[config.mk]
export PLATFORM = sky130hd
export DESIGN_NAME = kce_ram
export DESIGN_NICKNAME = d
export VERILOG_FILES = /design/src/hw/rtl/kmeans_cluster_engine_unit_macros.svh /design/src/hw/rtl/kce_ram.sv
export SDC_FILE = /design/constraint.sdc
export NUM_CORES = 1
export LEC_CHECK = 0
export BUFFER_PORTS_ARGS = -buffer_cell sky130_fd_sc_hd__buf_2
export CAP_MARGIN = 5
export CORE_MARGIN = 5
export CORE_UTILIZATION = 50
export DETAILED_ROUTE_END_ITERATION = 10
export GPL_ROUTABILITY_DRIVEN = 0
export GPL_TIMING_DRIVEN = 0
export PLACE_DENSITY = 0.64
export SLEW_MARGIN = 0
export SYNTH_ARGS = -nofsm -noshare
export SYNTH_HDL_FRONTEND = slang
export SYNTH_SLANG_ARGS = --single-unit
[constraint.sdc]
create_clock -name clk -period 2.4 [get_ports clk]
set_input_delay 0.12 -clock clk [delete_from_list [all_inputs] [get_ports clk]]
set_output_delay 0.12 -clock clk [all_outputs]
set_load 0.05 [all_outputs]
[src/hw/rtl/kmeans_cluster_engine_unit_macros.svh]
// assertion macros for the k-means cluster engine
`ifndef KMEANS_CLUSTER_ENGINE_UNIT_MACROS_SVH
`define KMEANS_CLUSTER_ENGINE_UNIT_MACROS_SVH
`ifndef SYNTHESIS
`define KCE_ASSERT_SAME(lbl, ante, cons, msg) \
    lbl: assert property (@(posedge clk) disable iff (!rst_n) (ante) |-> (cons)) \
        else $error(msg);
`define KCE_ASSERT_NEXT(lbl, ante, cons, msg) \
    lbl: assert property (@(posedge clk) disable iff (!rst_n) (ante) |=> (cons)) \
        else $error(msg);
`else
`define KCE_ASSERT_SAME(lbl, ante, cons, msg)
`define KCE_ASSERT_NEXT(lbl, ante, cons, msg)
`endif
`endif

[src/hw/rtl/kce_ram.sv]
// generic single write port ram with registered read
`default_nettype none
module kce_ram #(
    parameter int WIDTH = 8,
    parameter int DEPTH = 16
) (
    input  wire logic                     clk,
    input  wire logic                     we,
    input  wire logic [$clog2(DEPTH)-1:0] waddr,
    input  wire logic [WIDTH-1:0]         wdata,
    input  wire logic [$clog2(DEPTH)-1:0] raddr,
    output logic      [WIDTH-1:0]         rdata
);
    logic [WIDTH-1:0] mem [DEPTH];

    always_ff @(posedge clk)
    begin
        if (we)
        begin
            mem[waddr] <= wdata;
        end
        rdata <= mem[raddr];
    end
endmodule
`default_nettype wire

==> metrics.csv <==
metric;value;unit
status;finished clean;
path_cells;mux4_1, a22oi_1, nand2_1;
p_leak;2.11;nW
tightest_slew;1.21;ns
setup_ws;1.01;ns
core.rowCount;37;
ys_ff_latch;136;
multiInputGateArea;0.00106;sq mm
start_util;50.5;%
ios;26;
yosys_warnings;0;
crit_arrival;1.79;ns
grt_max_degree;17;
antenna_cells;0;
path_max_fanout;1;
postSynthCellCount;229;
ys_seq_area_share;77.8;%
fp.dieH;111;microns
drive_gt1_share;29.7;%
synthesis.area;0.00515;sq mm
end_kind;flop;
cts_root_buf;clkbuf_8;
fin_skew;0.00607;ns
synth_top_cell_by_area;edfxtp_1;
fin_crit_sh;57.9;%
critPathCapture;rdata[3];
nets;295;
clk_latency;0.51;ns
cp.required;2.80;ns
layout_common_cells;edfxtp_1 (128), buf_2 (27), mux4_2 (18), a22oi_1 (16), clkbuf_16 (16);
syn_to_final_growth;20.6;%
ant_nets;0;
yosysTopAreaCellShare;74.7;%
critPathBufInv;0;
synth.distinct_cells;19;
nFillCells;742;
crit_cells;3;
crit_start;mem[5][3];
peakVddDrop;0.000508;V
dr.pass1.iters;4;
cts_htree_levels;4;
clk_pin_slew;0.06;ns
wl_per_cell;22.4;microns
rr_endpoint;rdata[3];
cts_tree;built;
crit_type;flop to flop;
drt-total-wl;9.56;mm
r2r_start;mem[5][3];
yosys-top-cells-area;edfxtp_1 (75%), mux4_2 (7.9%), mux4_1 (7.1%), dfxtp_1 (3.1%), a22oi_1 (2.3%);
rsz0062_at_grt;no;
grt_pass1_wl;14.7;mm
path_delay_family;multiplexers;
crit_slowest_cell;mux4_1;
grt_pass1_vias;2428;
max_freq;0.719;GHz
fin_crit;1.39;ns
drc;0;
synth.net_count;247;
clock_sinks;136;
viasPerCell;5.49;
finalSetupViolCount;0;
numCtsBuffers;17;
rrSetupSlack;1.01;ns
antenna_found_initial;0;
tns;0;ns
slew_violations;0;
fp.dieW;111;microns
portBuffers;24;
postCtsSetupBuffers;0;
hp-class;input pin to flop;
register_area;0.00400;sq mm
clockBufferDepth;2;
start_kind;flop;
place_hpwl;5.85;mm
core;0.0102;sq mm
hold_viol;0;
drt_iter0_drc;179;
synth_area_per_cell;22.5;sq um
worst-r2r-cell-count;3;
drv_cap;0;
overflow;0;
grt_use_total;16.6;%
via_count;2339;
die_area;0.0124;sq mm
slew_headroom;18.7;%
p_per_area;983;mW/mm^2
max_stage_delay;0.57;ns
pre_cts_ws;0.203;ns
layout_commonest_cell;edfxtp_1;
## final cells by class
class	count	area share, %
well taps	136	2.74
clock buffers	18	6.73
flip-flops and latches	136	64.5
plain buffers	10	1.39
clock inverters	14	4.84
multi-input cells	83	17.1
repair buffers	29	2.70
## stage by stage
stage	area (sq um)	power (W)	util [%]	instances	hold slack, ns
2_1_floorplan	5150	0.00291	-	229	0.219
3_3_place_gp	5440	0.00301	53.4	389	0.516
3_5_place_dp	5440	0.00302	53.4	389	0.533
4_1_cts	6200	0.00614	60.8	425	0.00235
5_1_grt	6210	0.00627	61.0	426	0.00987
6_report	6210	0.00610	61.0	426	0.0250
## what timing repair did
item / CTS / global route
gates resized for setup: 0 / 0
hold buffers: 4 / 0
hold endpoints to repair: 36 / 0
endpoints found under the setup margin: 0 / 0
## cells by family after synthesis
kind of cell / count (synthesis) / synth area share [%]
buffers and inverters: 10 / 1.68
AO/OA/AOI/OAI: 16 / 2.33
AND/OR/NAND/NOR: 35 / 3.18
flip-flops: 136 / 77.8
multiplexers: 32 / 15.0
## flip-flops by register name, indices dropped and copies added (netlist names)
| signal | count |
|---|---|
| rdata | 8 |
| mem | 128 |
## where the power goes
part / switching [W] / internal [W] / leakage, nW
Sequential: 0.0000113 / 0.00266 / 1.22
Clock: 0.000919 / 0.00220 / 0.345
Combinational: 0.000199 / 0.000110 / 0.538
## per-layer routing
metal | vias up | wire length [microns] | track usage [%]
met2 | 65 | 4660 | 25.8
met4 | 0 | 99 | 4.87
met3 | 9 | 614 | 5.43
met1 | 1196 | 4190 | 22.8
met5 | - | 0 | 0
li1 | 1069 | - | -
## cell usage after synthesis
master and n:
nand2_1 9, buf_4 1, nor2_1 13, dfxtp_1 8, edfxtp_1 128, a22oi_1 16, clkdlybuf4s25_2 3, nand3_1 1
nand2b_1 2, nand3b_1 2, nor2b_1 1, or3b_2 1, and2b_1 1, and2_1 1, buf_6 3, buf_2 3
mux4_2 18, mux4_1 14, nor3_1 4
## worst min-delay path by stage
stage | slack, ns | cells after the start | to | from
5_1_grt | 0.01 | 1 | mem[11][1] | wdata[1]
3_5_place_dp | 0.53 | 1 | mem[6][6] | wdata[6]
6_report | 0.03 | 1 | mem[1][1] | wdata[1]
4_1_cts | 0.002 | 1 | mem[11][1] | wdata[1]
2_1_floorplan | 0.22 | 0 | mem[0][0] | wdata[0]
3_3_place_gp | 0.52 | 1 | mem[6][6] | wdata[6]
(Power assumes the default switching activity.)
