==> src/hw/rtl/kmeans_cluster_engine_unit_macros.svh <==
// assertion macros for the k-means cluster engine
`ifndef KMEANS_CLUSTER_ENGINE_UNIT_MACROS_SVH
`define KMEANS_CLUSTER_ENGINE_UNIT_MACROS_SVH
`ifndef SYNTHESIS
`define KCE_ASSERT_SAME(lbl, ante, cons, msg) \
    lbl: assert property (@(posedge clk) disable iff (!rst_n) (ante) |-> (cons)) \
        else $error(msg);
`define KCE_ASSERT_NEXT(lbl, ante, cons, msg) \
    lbl: assert property (@(posedge clk) disable iff (!rst_n) (ante) |=> (cons)) \
        else $error(msg);
`else
`define KCE_ASSERT_SAME(lbl, ante, cons, msg)
`define KCE_ASSERT_NEXT(lbl, ante, cons, msg)
`endif
`endif

==> src/hw/rtl/kce_pkg.sv <==
// shared constants and types of the k-means cluster engine
`default_nettype none
package kce_pkg;
    localparam int MAX_POINTS   = 1024;
    localparam int MAX_CLUSTERS = 10;
    localparam int FEAT_BITS    = 16;
    localparam int NFEAT        = 5;
    localparam int PT_AW        = $clog2(MAX_POINTS);
    localparam int CNT_W        = PT_AW + 1;
    localparam int CL_W         = 4;
    localparam int SUM_W        = FEAT_BITS + PT_AW;
    localparam int ERR_W        = 48;
    localparam int PT_W         = FEAT_BITS * NFEAT;

    localparam logic [1:0] MODE_LOAD = 2'd0;
    localparam logic [1:0] MODE_CENT = 2'd1;
    localparam logic [1:0] MODE_RUN  = 2'd2;

    localparam logic [1:0] CFG_K     = 2'd0;
    localparam logic [1:0] CFG_MAXIT = 2'd1;
    localparam logic [1:0] CFG_DELTA = 2'd2;

    typedef struct packed {
        logic             start;
        logic [SUM_W-1:0] dividend;
        logic [CNT_W-1:0] divisor;
    } div_req_t;

    typedef struct packed {
        logic             done;
        logic [SUM_W-1:0] quotient;
    } div_rsp_t;
endpackage
`default_nettype wire

==> src/hw/rtl/kce_div.sv <==
// restoring divider, one quotient bit per cycle
`default_nettype none
module kce_div (
    input  wire logic           clk,
    input  wire logic           rst_n,
    input  wire kce_pkg::div_req_t req,
    output kce_pkg::div_rsp_t   rsp
);
    import kce_pkg::*;

    localparam int CW = $clog2(SUM_W + 1);

    logic             busy_reg, busy_next;
    logic             done_reg, done_next;
    logic [CW-1:0]    cnt_reg, cnt_next;
    logic [SUM_W-1:0] dvd_reg, dvd_next;
    logic [CNT_W:0]   rem_reg, rem_next;
    logic [CNT_W-1:0] dsr_reg, dsr_next;
    logic [CNT_W:0]   trial;
    logic             ge;

    always_comb
    begin
        trial     = {rem_reg[CNT_W-1:0], dvd_reg[SUM_W-1]};
        ge        = trial >= {1'b0, dsr_reg};
        busy_next = busy_reg;
        done_next = 1'b0;
        cnt_next  = cnt_reg;
        dvd_next  = dvd_reg;
        rem_next  = rem_reg;
        dsr_next  = dsr_reg;
        if (req.start)
        begin
            busy_next = 1'b1;
            cnt_next  = '0;
            dvd_next  = req.dividend;
            rem_next  = '0;
            dsr_next  = req.divisor;
        end
        else if (busy_reg)
        begin
            rem_next = ge ? (trial - {1'b0, dsr_reg}) : trial;
            dvd_next = {dvd_reg[SUM_W-2:0], ge};
            cnt_next = cnt_reg + CW'(1);
            if (cnt_reg == CW'(SUM_W - 1))
            begin
                busy_next = 1'b0;
                done_next = 1'b1;
            end
        end
    end

    always_ff @(posedge clk or negedge rst_n)
    begin
        if (!rst_n)
        begin
            busy_reg <= 1'b0;
            done_reg <= 1'b0;
            cnt_reg  <= '0;
        end
        else
        begin
            busy_reg <= busy_next;
            done_reg <= done_next;
            cnt_reg  <= cnt_next;
        end
    end

    always_ff @(posedge clk)
    begin
        dvd_reg <= dvd_next;
        rem_reg <= rem_next;
        dsr_reg <= dsr_next;
    end

    assign rsp.done     = done_reg;
    assign rsp.quotient = dvd_reg;
endmodule
`default_nettype wire
==> config.mk <==
export PLATFORM = sky130hd
export DESIGN_NAME = kce_div
export DESIGN_NICKNAME = d
export VERILOG_FILES = /design/src/hw/rtl/kmeans_cluster_engine_unit_macros.svh /design/src/hw/rtl/kce_pkg.sv /design/src/hw/rtl/kce_div.sv
export SDC_FILE = /design/constraint.sdc
export NUM_CORES = 1
export LEC_CHECK = 0
export ABC_AREA = 0
export BUFFER_PORTS_ARGS = -buffer_cell sky130_fd_sc_hd__buf_4
export CAP_MARGIN = 30
export CORE_MARGIN = 10
export CORE_UTILIZATION = 35
export DETAILED_ROUTE_END_ITERATION = 10
export GPL_TIMING_DRIVEN = 0
export PLACE_DENSITY_LB_ADDON = 0.25
export REMOVE_ABC_BUFFERS = 1
export SKIP_CTS_REPAIR_TIMING = 1
export SLEW_MARGIN = 40
export SYNTH_ARGS = -nofsm -noshare
export SYNTH_HDL_FRONTEND = slang
export SYNTH_SLANG_ARGS = --single-unit
export TNS_END_PERCENT = 5
==> constraint.sdc <==
create_clock -name clk -period 2.34 [get_ports clk]
set_input_delay 0.351 -clock clk [delete_from_list [all_inputs] [get_ports clk]]
set_output_delay 0.351 -clock clk [all_outputs]
set_load 0.005 [all_outputs]
==> results of run 1 <==
==> synthesized netlist by cell type (all sizes together), types with 3 or more instances <==
| master | count |
|---|---|
| a21oi | 7 |
| mux2i | 6 |
| nand4 | 3 |
| dfxtp | 11 |
| edfxtp | 37 |
| inv | 15 |
| nor4 | 4 |
| ha | 13 |
| dfrtp | 7 |
| xor2 | 3 |
| mux2 | 27 |
| buf | 5 |
| nand2b | 4 |
| clkbuf | 7 |
| o21ai | 10 |
| a211oi | 9 |
| nand2 | 8 |
| nand3 | 3 |
| xnor2 | 6 |
| nor2 | 20 |
==> through the flow <==
stage	setup slack [ns]	TNS [ns]	area, um^2
3_5_place_dp	-0.3288	-2.429	3438
5_1_grt	-0.09299	-0.5000	3675
4_1_cts	-0.3606	-2.766	3522
2_1_floorplan	-0.02522	-0.02522	2814
3_3_place_gp	-0.3048	-2.286	3437
6_report	-0.02573	-0.04418	3675
==> routing by layer <==
layer,track usage,vias up,routed length [um]
met5,0,-,0
met4,0.02850,0,64
met3,0.05619,6,673
met2,0.1491,50,2812
met1,0.1134,981,2660
li1,-,1005,-
==> cells in the final DEF (no fill, tap or decap), types with 3 or more instances in the layout <==
master	instances
a211oi_1	8
a21oi_1	7
buf_4	77
clkbuf_8	5
clkinv_2	3
dfrtp_1	6
dfxtp_1	11
edfxtp_1	37
ha_1	11
inv_1	14
mux2_2	26
mux2i_1	6
nand2_1	8
nand2b_1	4
nand4_1	3
nor2_1	20
o21ai_0	5
xnor2_1	6
xor2_1	3
==> cell type report <==
class	instances	area [um^2]
Fill cell	769	4173
Sequential cell	55	1508
Multi-Input combinational cell	152	1291
Timing Repair Buffer	79	608.1
Tap cell	102	127.6
Clock buffer	5	68.82
Inverter	15	56.30
Clock inverter	3	15.01
==> power by group <==
group	internal, mW	total, mW	switching, mW
Sequential	1.20	1.31	0.107
Combinational	0.689	1.30	0.611
Clock	0.206	0.515	0.309
==> worst paths after layout <==
check / startpoint / endpoint / slack, ns / cells past startpoint
worst max-delay path: dsr_reg[0] / rem_reg[0] / -0.03 / 9
worst min-delay path: req[9] / dsr_reg[9] / 0.21 / 1
worst max register to register: dsr_reg[0] / rem_reg[0] / -0.03 / 9
worst min register to register: rem_reg[4] / rem_reg[4] / 0.51 / 2
max in group asynchronous: rst_n / busy_reg / 1.82 / 2
min in group asynchronous: rst_n / cnt_reg[2] / 0.39 / 2
==> critical path, stage by stage, from the launching register on <==
cell and delay [ns]:
edfxtp_1 0.43, ha_4 0.19, fa_2 0.39, nor2b_2 0.15, o31a_1 0.24, o21ai_4 0.09
o21ai_4 0.19, buf_12 0.14, mux2_4 0.30, a211oi_2 0.16
==> cell families (layout without fill, tap and decap cells) <==
logic type | after synthesis | after routing | synth area share
buffers and inverters | 27 | 102 | 0.03965
AOI/OAI and AO/OA | 40 | 40 | 0.1002
and+or+nand+nor | 56 | 56 | 0.1163
adders and majority gates | 14 | 14 | 0.06362
xor gates and xnor gates | 9 | 9 | 0.02745
muxes | 33 | 33 | 0.1281
DFF | 55 | 55 | 0.5246
==> summary.md, run 1 <==
| Metric | Value |
|---|---|
| Fraction of registers with async set or reset after synthesis | `0.1273` |
| Clk Latency, worst-skew pair | `roughly 0.3 ns` |
| Largest net degree at the start of global routing | `59` |
| Power Total | `around 3.1 mW` |
| Number of global-route vias before repair | `between 2,000 and 2,500` |
| Syn-to-layout area delta | `27.97%` |
| Setup violators final | `3` |
| Layout Cells excl Fill | `roughly 410` |
| Largest cells by area after synthesis | `edfxtp_1 39%, mux2_2 10%, dfxtp_1 7.7%` |
| Maximum VDD drop | `approximately 0.35 mV` |
| Fin util | `0.4683` |
| CP Capture Type | `flip-flop` |
| Status | `finished, violations left` |
| First-pass GRT wire length | `slightly above 10 mm` |
| Final wirelength | `6.210 mm` |
| Inserted Diodes | `0` |
| Final hold vios | `0` |
| Clk sink count | `55` |
| WHS | `~0.21 ns` |
| WP data required | `~2.6 ns` |
| Flops & latches, synth | `55` |
| Clock Path Buffers | `2` |
| PnR worst setup slack | `-0.02573 ns` |
| Leak pwr | `1.549 nW` |
| Fmax | `between 0.4 and 0.5 GHz` |
| Worst setup path class | `reg2reg` |
| Drt initial violations | `105` |
| Post-DRT Antenna Nets | `0` |
| Overflow after GRT | `0` |
| Via density | `roughly 5.0` |
| Clk slew on worst S/H paths | `roughly 0.10 ns` |
| Full die area | `about 12,000 um^2` |
| GR Util All Layers | `0.09768` |
| Worst hold-check path type | `in2reg` |
| Worst slew pin tran | `around 0.7 ns` |
| Tmin final | `between 2 and 2.5 ns` |
| Final #Nets | `362` |
| Worst Skew | `about 0.0046 ns` |
| # IOs | `67` |
| Die Y | `about 110 um` |
| Post-synth EDFFs | `37` |
| Routability cong. | `between 0.7 and 0.8` |
| Startpoint type of the worst setup path | `flip-flop` |
| H-tree Lvls | `2` |
| Register area share after synthesis | `0.5246` |
| Synth Area per Inst | `12.27 um^2` |
| Drt first pass iters | `4` |
| Drt drc | `0` |
| TritonCTS Buffers | `5` |
| Die width | `110.6 um` |
| Initial antenna violation count | `0` |
| P per Cell Area | `850.4 nW/um^2` |
| CTS tree | `built` |
| CP Data Arrival Time | `2.60 ns` |
| Largest area contributor in the netlist | `edfxtp_1` |
| Relative slew slack | `0.5331` |
| Input/output buffers | `between 60 and 70` |
| Post-route clock period utilization | `1.011` |
| Max reg flops | `26` |
| CTS root buf | `clkbuf_8` |
| Ys flop type | `edfxtp_1` |
| Rows | `32` |
| Core area | `approximately 7800 um^2` |
| Drt wl/cell | `15.11 um` |
| MaxCap Viol Count | `0` |
| Crit-path max FO | `7` |
| Initial core utilization | `0.3659` |
| RSZ-0062 raised after global routing | `true` |
| Failing checks | `negative setup slack` |
| Syn. warnings | `0` |
| Placed Cells | `390` |
| Slew Limit Fails | `0` |
| Layout cells sized above 1 | `0.4175` |
| Synth Instances | `234` |
| Synth Cell Area | `2872 um^2` |
| Cell variety after synth | `just under 50` |
| Vias | `2,042` |
| Synth top area share | `0.3869` |
| Dpl hpwl | `around 4.3 mm` |
Power figures use the tool's default switching activity.
==> run 2: changes to the inputs <==
Settings changed: CORE_ASPECT_RATIO set to 2, SKIP_LAST_GASP set to 1.
==> summary.md, run 2 (synthesis gave the netlist of run 1 again) <==
| Metric | Value |
|---|---|
| Status | `complete, no violations` |
| Worst r2r src | `dsr_reg[0]` |
| Final wirelength | `6.503 mm (+4.7%)` |
| RSZ-0062 raised after global routing | `true` |
| Drt wl/cell | `16.06 um (+6.3%)` |
| Clk Latency, worst-skew pair | `0.29 ns (about the same)` |
| Worst path cell trace | `ha_4 > fa_2 > nor2b_2 > o31a_1 > o21ai_4 > buf_4 > buf_4 > mux2i_1 > o21ai_1 > a311oi_1` |
| CP Launch Point | `dsr_reg[0]` |
| Core area | `7943 um^2 (+1.2%)` |
| Rows | `46 (+44%)` |
| Drt drc | `0 (unchanged)` |
| Initial core utilization | `0.3615 (-0.004381)` |
| DP Worst Slack | `-0.3153 ns (+0.01348 ns)` |
| Dpl hpwl | `4.712 mm (+9.1%)` |
| Max reg flops | `26 (unchanged)` |
| Post-DRT Antenna Nets | `0 (unchanged)` |
| Setup violators final | `0 (-3)` |
| Crit-path max FO | `3 (-4)` |
| CP bufs+invs | `2 (+1)` |
| Clk slew on worst S/H paths | `0.07 ns (-0.03 ns)` |
| Number of global-route vias before repair | `2,183 (+5.2%)` |
| First-pass GRT wire length | `10.64 mm (+4.3%)` |
| Inserted Diodes | `0 (unchanged)` |
| H-tree Lvls | `2 (unchanged)` |
| Layout cells sized above 1 | `0.4207 (+0.003236)` |
| Syn-to-layout area delta | `29.50%` |
| Top delay family on crit path | `compound AO/OA/AOI/OAI gates` |
| Drt initial violations | `99 (-5.7%)` |
| Worst Skew | `0.004233 ns (-0.0003867 ns)` |
| Die Y | `148.1 um (+34%)` |
| CP Capture Type | `flip-flop` |
| Full die area | `12,450 um^2 (+1.8%)` |
| Clk sink count | `55 (unchanged)` |
| Vias | `2,020 (-1.1%)` |
| Critical-path top delay cell | `edfxtp_1` |
| CP Data Arrival Time | `2.52 ns (-0.08 ns)` |
| Drt first pass iters | `4 (unchanged)` |
| Cell mode on critical path | `buf_4` |
| PnR worst setup slack | `0.02444 ns (+0.05017 ns)` |
| Final hold vios | `0 (unchanged)` |
| Initial antenna violation count | `0 (unchanged)` |
| Hold Crit Start | `req[3]` |
| Worst slew pin tran | `0.7068 ns (+0.006456 ns)` |
| Final #Nets | `362 (unchanged)` |
| Relative slew slack | `0.5288 (-0.004304)` |
| Post-Route Setup TNS | `0 ns (+0.04418 ns)` |
| Tmin final | `2.316 ns (-0.05017 ns)` |
| Maximum VDD drop | `0.6936 mV (+100%)` |
| CTS root buf | `clkbuf_16` |
| Via density | `4.988 (+0.39%)` |
| Slew Limit Fails | `0 (unchanged)` |
| Input/output buffers | `66 (unchanged)` |
| Fin util | `0.4682 (about the same)` |
| P per Cell Area | `898.2 nW/um^2 (+5.6%)` |
| Power Total | `3.340 mW (+6.9%)` |
| MaxCap Viol Count | `0 (unchanged)` |
| GR Util All Layers | `0.1030 (+0.005345)` |
| Die width | `84.05 um (-24%)` |
| Clock Path Buffers | `2 (unchanged)` |
| CTS tree | `built` |
| # IOs | `67 (unchanged)` |
| Fmax | `0.4319 GHz (+2.2%)` |
| Worst setup path class | `reg2reg` |
| Most frequent cells in the layout | `77 x buf_4, 37 x edfxtp_1, 26 x mux2_2` |
| Commonest non-fill, non-tap cell in the layout | `buf_4` |
| WP data required | `2.55 ns (-0.02 ns)` |
| Startpoint type of the worst setup path | `flip-flop` |
| Largest net degree at the start of global routing | `59 (unchanged)` |
| Overflow after GRT | `0 (unchanged)` |
| Post-route clock period utilization | `0.9896 (-0.02144)` |
| Routability cong. | `0.7509 (-5.5%)` |
| WHS | `0.2278 ns (+0.01326 ns)` |
| TritonCTS Buffers | `5 (unchanged)` |
| Leak pwr | `1.564 nW (+0.97%)` |
| Worst hold-check path type | `in2reg` |
| Highest cell delay on the worst timing path | `0.42 ns (about the same)` |
run 2: path summary, 6_finish.rpt:
kind                       slack [ns]  cells after the start          end
min reg2reg                      0.50                      2   rem_reg[4]
max reg2reg                      0.02                     10  rem_reg[10]
max                              0.02                     10  rem_reg[10]
min in group asynchronous        0.40                      2   cnt_reg[0]
min                              0.23                      1   dsr_reg[3]
max in group asynchronous        1.81                      2     busy_reg
run 2: cell type report:
class                      instances  area (um^2)
tap                               96        120.1
sequential                        55         1508
inverter                          15        56.30
fill                             744         4224
clock inverter                     3        20.02
clock buffer                       5        125.1
multi-input combinational        152         1290
timing repair buffer              79        599.3
run 2: layer usage:
metal | global-route usage | share of wire
met2 | 0.1888 | 0.55
met4 | 0.04545 | 0.017
met5 | 0 | 0
met3 | 0.03501 | 0.059
met1 | 0.1005 | 0.38
run 2: power breakdown:
part	leakage [nW]	internal (mW)	total, mW	switching [mW]
registers	0.564	1.20	1.31	0.104
clock network	0.0658	0.395	0.746	0.350
logic	0.934	0.670	1.29	0.617
total	1.56	2.27	3.34	1.07
run 2: metrics by stage:
step	area [um^2]	instances
6_report	3719	405
5_1_grt	3719	405
4_1_cts	3576	392
3_5_place_dp	3431	384
3_3_place_gp	3430	384
2_1_floorplan	2814	222
run 2: worst register-to-register path, stage by stage (launching register included):
cell and delay, ns:
edfxtp_1 0.42, ha_4 0.20, fa_2 0.40, nor2b_2 0.14, o31a_1 0.22, o21ai_4 0.09
buf_4 0.15, buf_4 0.12, mux2i_1 0.14, o21ai_1 0.09, a311oi_1 0.25
==> run 3: changes to the inputs <==
Settings changed: BUFFER_PORTS_ARGS -buffer_cell sky130_fd_sc_hd__buf_4 to -buffer_cell sky130_fd_sc_hd__buf_2, CTS_CLUSTER_SIZE set to 20, PLACE_DENSITY_LB_ADDON 0.25 to not set.
==> summary.md, run 3 (synthesis gave the netlist of run 1 again) <==
| Metric | Value |
|---|---|
| Rows | `46 (unchanged)` |
| Die Y | `148.1 um (unchanged)` |
| FF/Latch Area | `1508 um^2 (unchanged)` |
| Clk slew on worst S/H paths | `0.07 ns (about the same)` |
| Drt wl/cell | `15.43 um (-3.9%)` |
| Number of global-route vias before repair | `2,154 (-1.3%)` |
| Area of the multi-input gates | `1277 um^2 (-0.97%)` |
| Cell mode on critical path | `o21ai_4` |
| Relative slew slack | `0.5303 (+0.001515)` |
| Max reg flops | `26 (unchanged)` |
| Drt initial violations | `94 (-5.1%)` |
| Most frequent cells in the layout | `65 x buf_2, 37 x edfxtp_1, 26 x mux2_2` |
| Power Total | `3.294 mW (-1.4%)` |
| Leak pwr | `1.505 nW (-3.8%)` |
| Drt drc | `0 (unchanged)` |
| Dpl hpwl | `4.518 mm (-4.1%)` |
| Switch share | `0.3176 (-0.003144)` |
| Highest cell delay on the worst timing path | `0.43 ns (about the same)` |
| Top delay family on crit path | `compound AO/OA/AOI/OAI gates` |
| CP Data Arrival Time | `2.61 ns (+0.09 ns)` |
| Clk sink count | `55 (unchanged)` |
| WP data required | `2.56 ns (about the same)` |
| Maximum VDD drop | `0.5292 mV (-24%)` |
| Internal power | `2.248 mW (-0.91%)` |
| Worst path cell trace | `ha_4 > fa_2 > nor2b_2 > o31a_1 > o21ai_4 > o21ai_4 > buf_6 > mux2_4 > a211oi_2` |
| Worst hold-check path type | `in2reg` |
| Design Area, Final | `3535 um^2 (-4.9%)` |
| # IOs | `67 (unchanged)` |
| Die width | `84.05 um (unchanged)` |
| Full die area | `12,450 um^2 (unchanged)` |
| Sw Pwr | `1.046 mW (-2.3%)` |
| Vias | `2,034 (+0.69%)` |
| Post-Place Cell Area | `3268 um^2 (-4.7%)` |
| Clock Path Buffers | `2 (unchanged)` |
| Tmin final | `2.391 ns (+0.07561 ns)` |
| Crit-path max FO | `4 (+1)` |
| Post-DRT Antenna Nets | `0 (unchanged)` |
| Final hold vios | `0 (unchanged)` |
| Post-Route Setup TNS | `-0.1648 ns (-0.1648 ns)` |
| Worst slew pin tran | `0.7045 ns (-0.002273 ns)` |
| Status | `finished, violations left` |
| Slew Limit Fails | `0 (unchanged)` |
| Logic gate share of total power | `0.370 (-0.015)` |
| CP Capture Type | `flip-flop` |
| Worst Skew | `0.003474 ns (-0.0007587 ns)` |
| Routability cong. | `0.7451 (-0.77%)` |
| MaxCap Viol Count | `0 (unchanged)` |
| Setup violators final | `5 (+5)` |
| CTS tree | `built` |
| Clk pwr share | `0.234 (+0.011)` |
| Clk Latency, worst-skew pair | `0.29 ns (about the same)` |
| Via density | `5.060 (+1.4%)` |
| PnR worst setup slack | `-0.05117 ns (-0.07561 ns)` |
| Worst setup path class | `reg2reg` |
| GR Util All Layers | `0.09967 (-0.003349)` |
| Reg power frac | `0.396 (+0.005)` |
| Final #Nets | `359 (-0.83%)` |
| CP bufs+invs | `1 (-1)` |
| Initial core utilization | `0.3615 (unchanged)` |
| Commonest non-fill, non-tap cell in the layout | `buf_2` |
| Fillers | `762 (+2.4%)` |
| TritonCTS Buffers | `5 (unchanged)` |
| Startpoint type of the worst setup path | `flip-flop` |
| Final wirelength | `6.204 mm (-4.6%)` |
| Drt first pass iters | `4 (unchanged)` |
| Core area | `7943 um^2 (unchanged)` |
| Largest net degree at the start of global routing | `59 (unchanged)` |
| Post-route clock period utilization | `1.022 (+0.03231)` |
| Overflow after GRT | `0 (unchanged)` |
| RSZ-0062 raised after global routing | `true` |
| Fmax | `0.4182 GHz (-3.2%)` |
| Inserted Diodes | `0 (unchanged)` |
| H-tree Lvls | `2 (unchanged)` |
| Layout cells sized above 1 | `0.4052 (-0.01548)` |
| CTS root buf | `clkbuf_16` |
| Initial antenna violation count | `0 (unchanged)` |
| P per Cell Area | `932.0 nW/um^2 (+3.8%)` |
| First-pass GRT wire length | `10.40 mm (-2.3%)` |
| Critical-path top delay cell | `edfxtp_1` |
| Failing checks | `negative setup slack` |
| Input/output buffers | `66 (unchanged)` |
| Syn-to-layout area delta | `23.09%` |
[run 3: metrics by stage]
step | hold WS [ns] | utilization | setup WS (ns) | cells
after floorplan | 0.05541 | - | -0.02522 | 222
after CTS | -0.1238 | 0.4305 | -0.3370 | 392
after detailed placement | 0.1943 | 0.4115 | -0.3130 | 384
final | 0.2270 | 0.4450 | -0.05117 | 402
after global routing | 0.2198 | 0.4450 | -0.1337 | 402
after global placement | 0.1880 | 0.4110 | -0.3140 | 384
[run 3: layer usage]
layer,track usage,vias to the layer above,share of wire
met1,0.09921,967,0.37
met5,0,-,0
met2,0.1827,55,0.55
met4,0.04545,0,0.024
met3,0.02954,10,0.054
li1,-,1002,-
[run 3: path summary, 6_finish.rpt]
path	endpoint	slack [ns]	depth (start not counted)	startpoint
max in group asynchronous	busy_reg	1.76	2	rst_n
max	rem_reg[0]	-0.05	9	dsr_reg[0]
max reg2reg	rem_reg[0]	-0.05	9	dsr_reg[0]
min	dsr_reg[8]	0.23	1	req[8]
min reg2reg	rem_reg[4]	0.51	2	rem_reg[4]
min in group asynchronous	busy_reg	0.41	2	rst_n
[run 3: area by class of cell]
type | count | area share
flip-flops and latches | 55 | 0.4265
multi-input cells | 152 | 0.3614
repair buffers | 76 | 0.1193
clock buffers | 7 | 0.04035
well taps | 96 | 0.03398
inverters | 15 | 0.01593
clock inverters | 1 | 0.002478
[run 3: power by group through the flow]
| stage | Clock (mW) | Sequential (mW) | Combinational (mW) |
|---|---|---|---|
| floorplan | 0 | 1.31 | 0.827 |
| global placement | 0 | 1.32 | 1.08 |
| detailed placement | 0 | 1.32 | 1.10 |
| CTS | 0.793 | 1.30 | 1.10 |
| global route | 0.824 | 1.33 | 1.36 |
| finish | 0.771 | 1.30 | 1.22 |
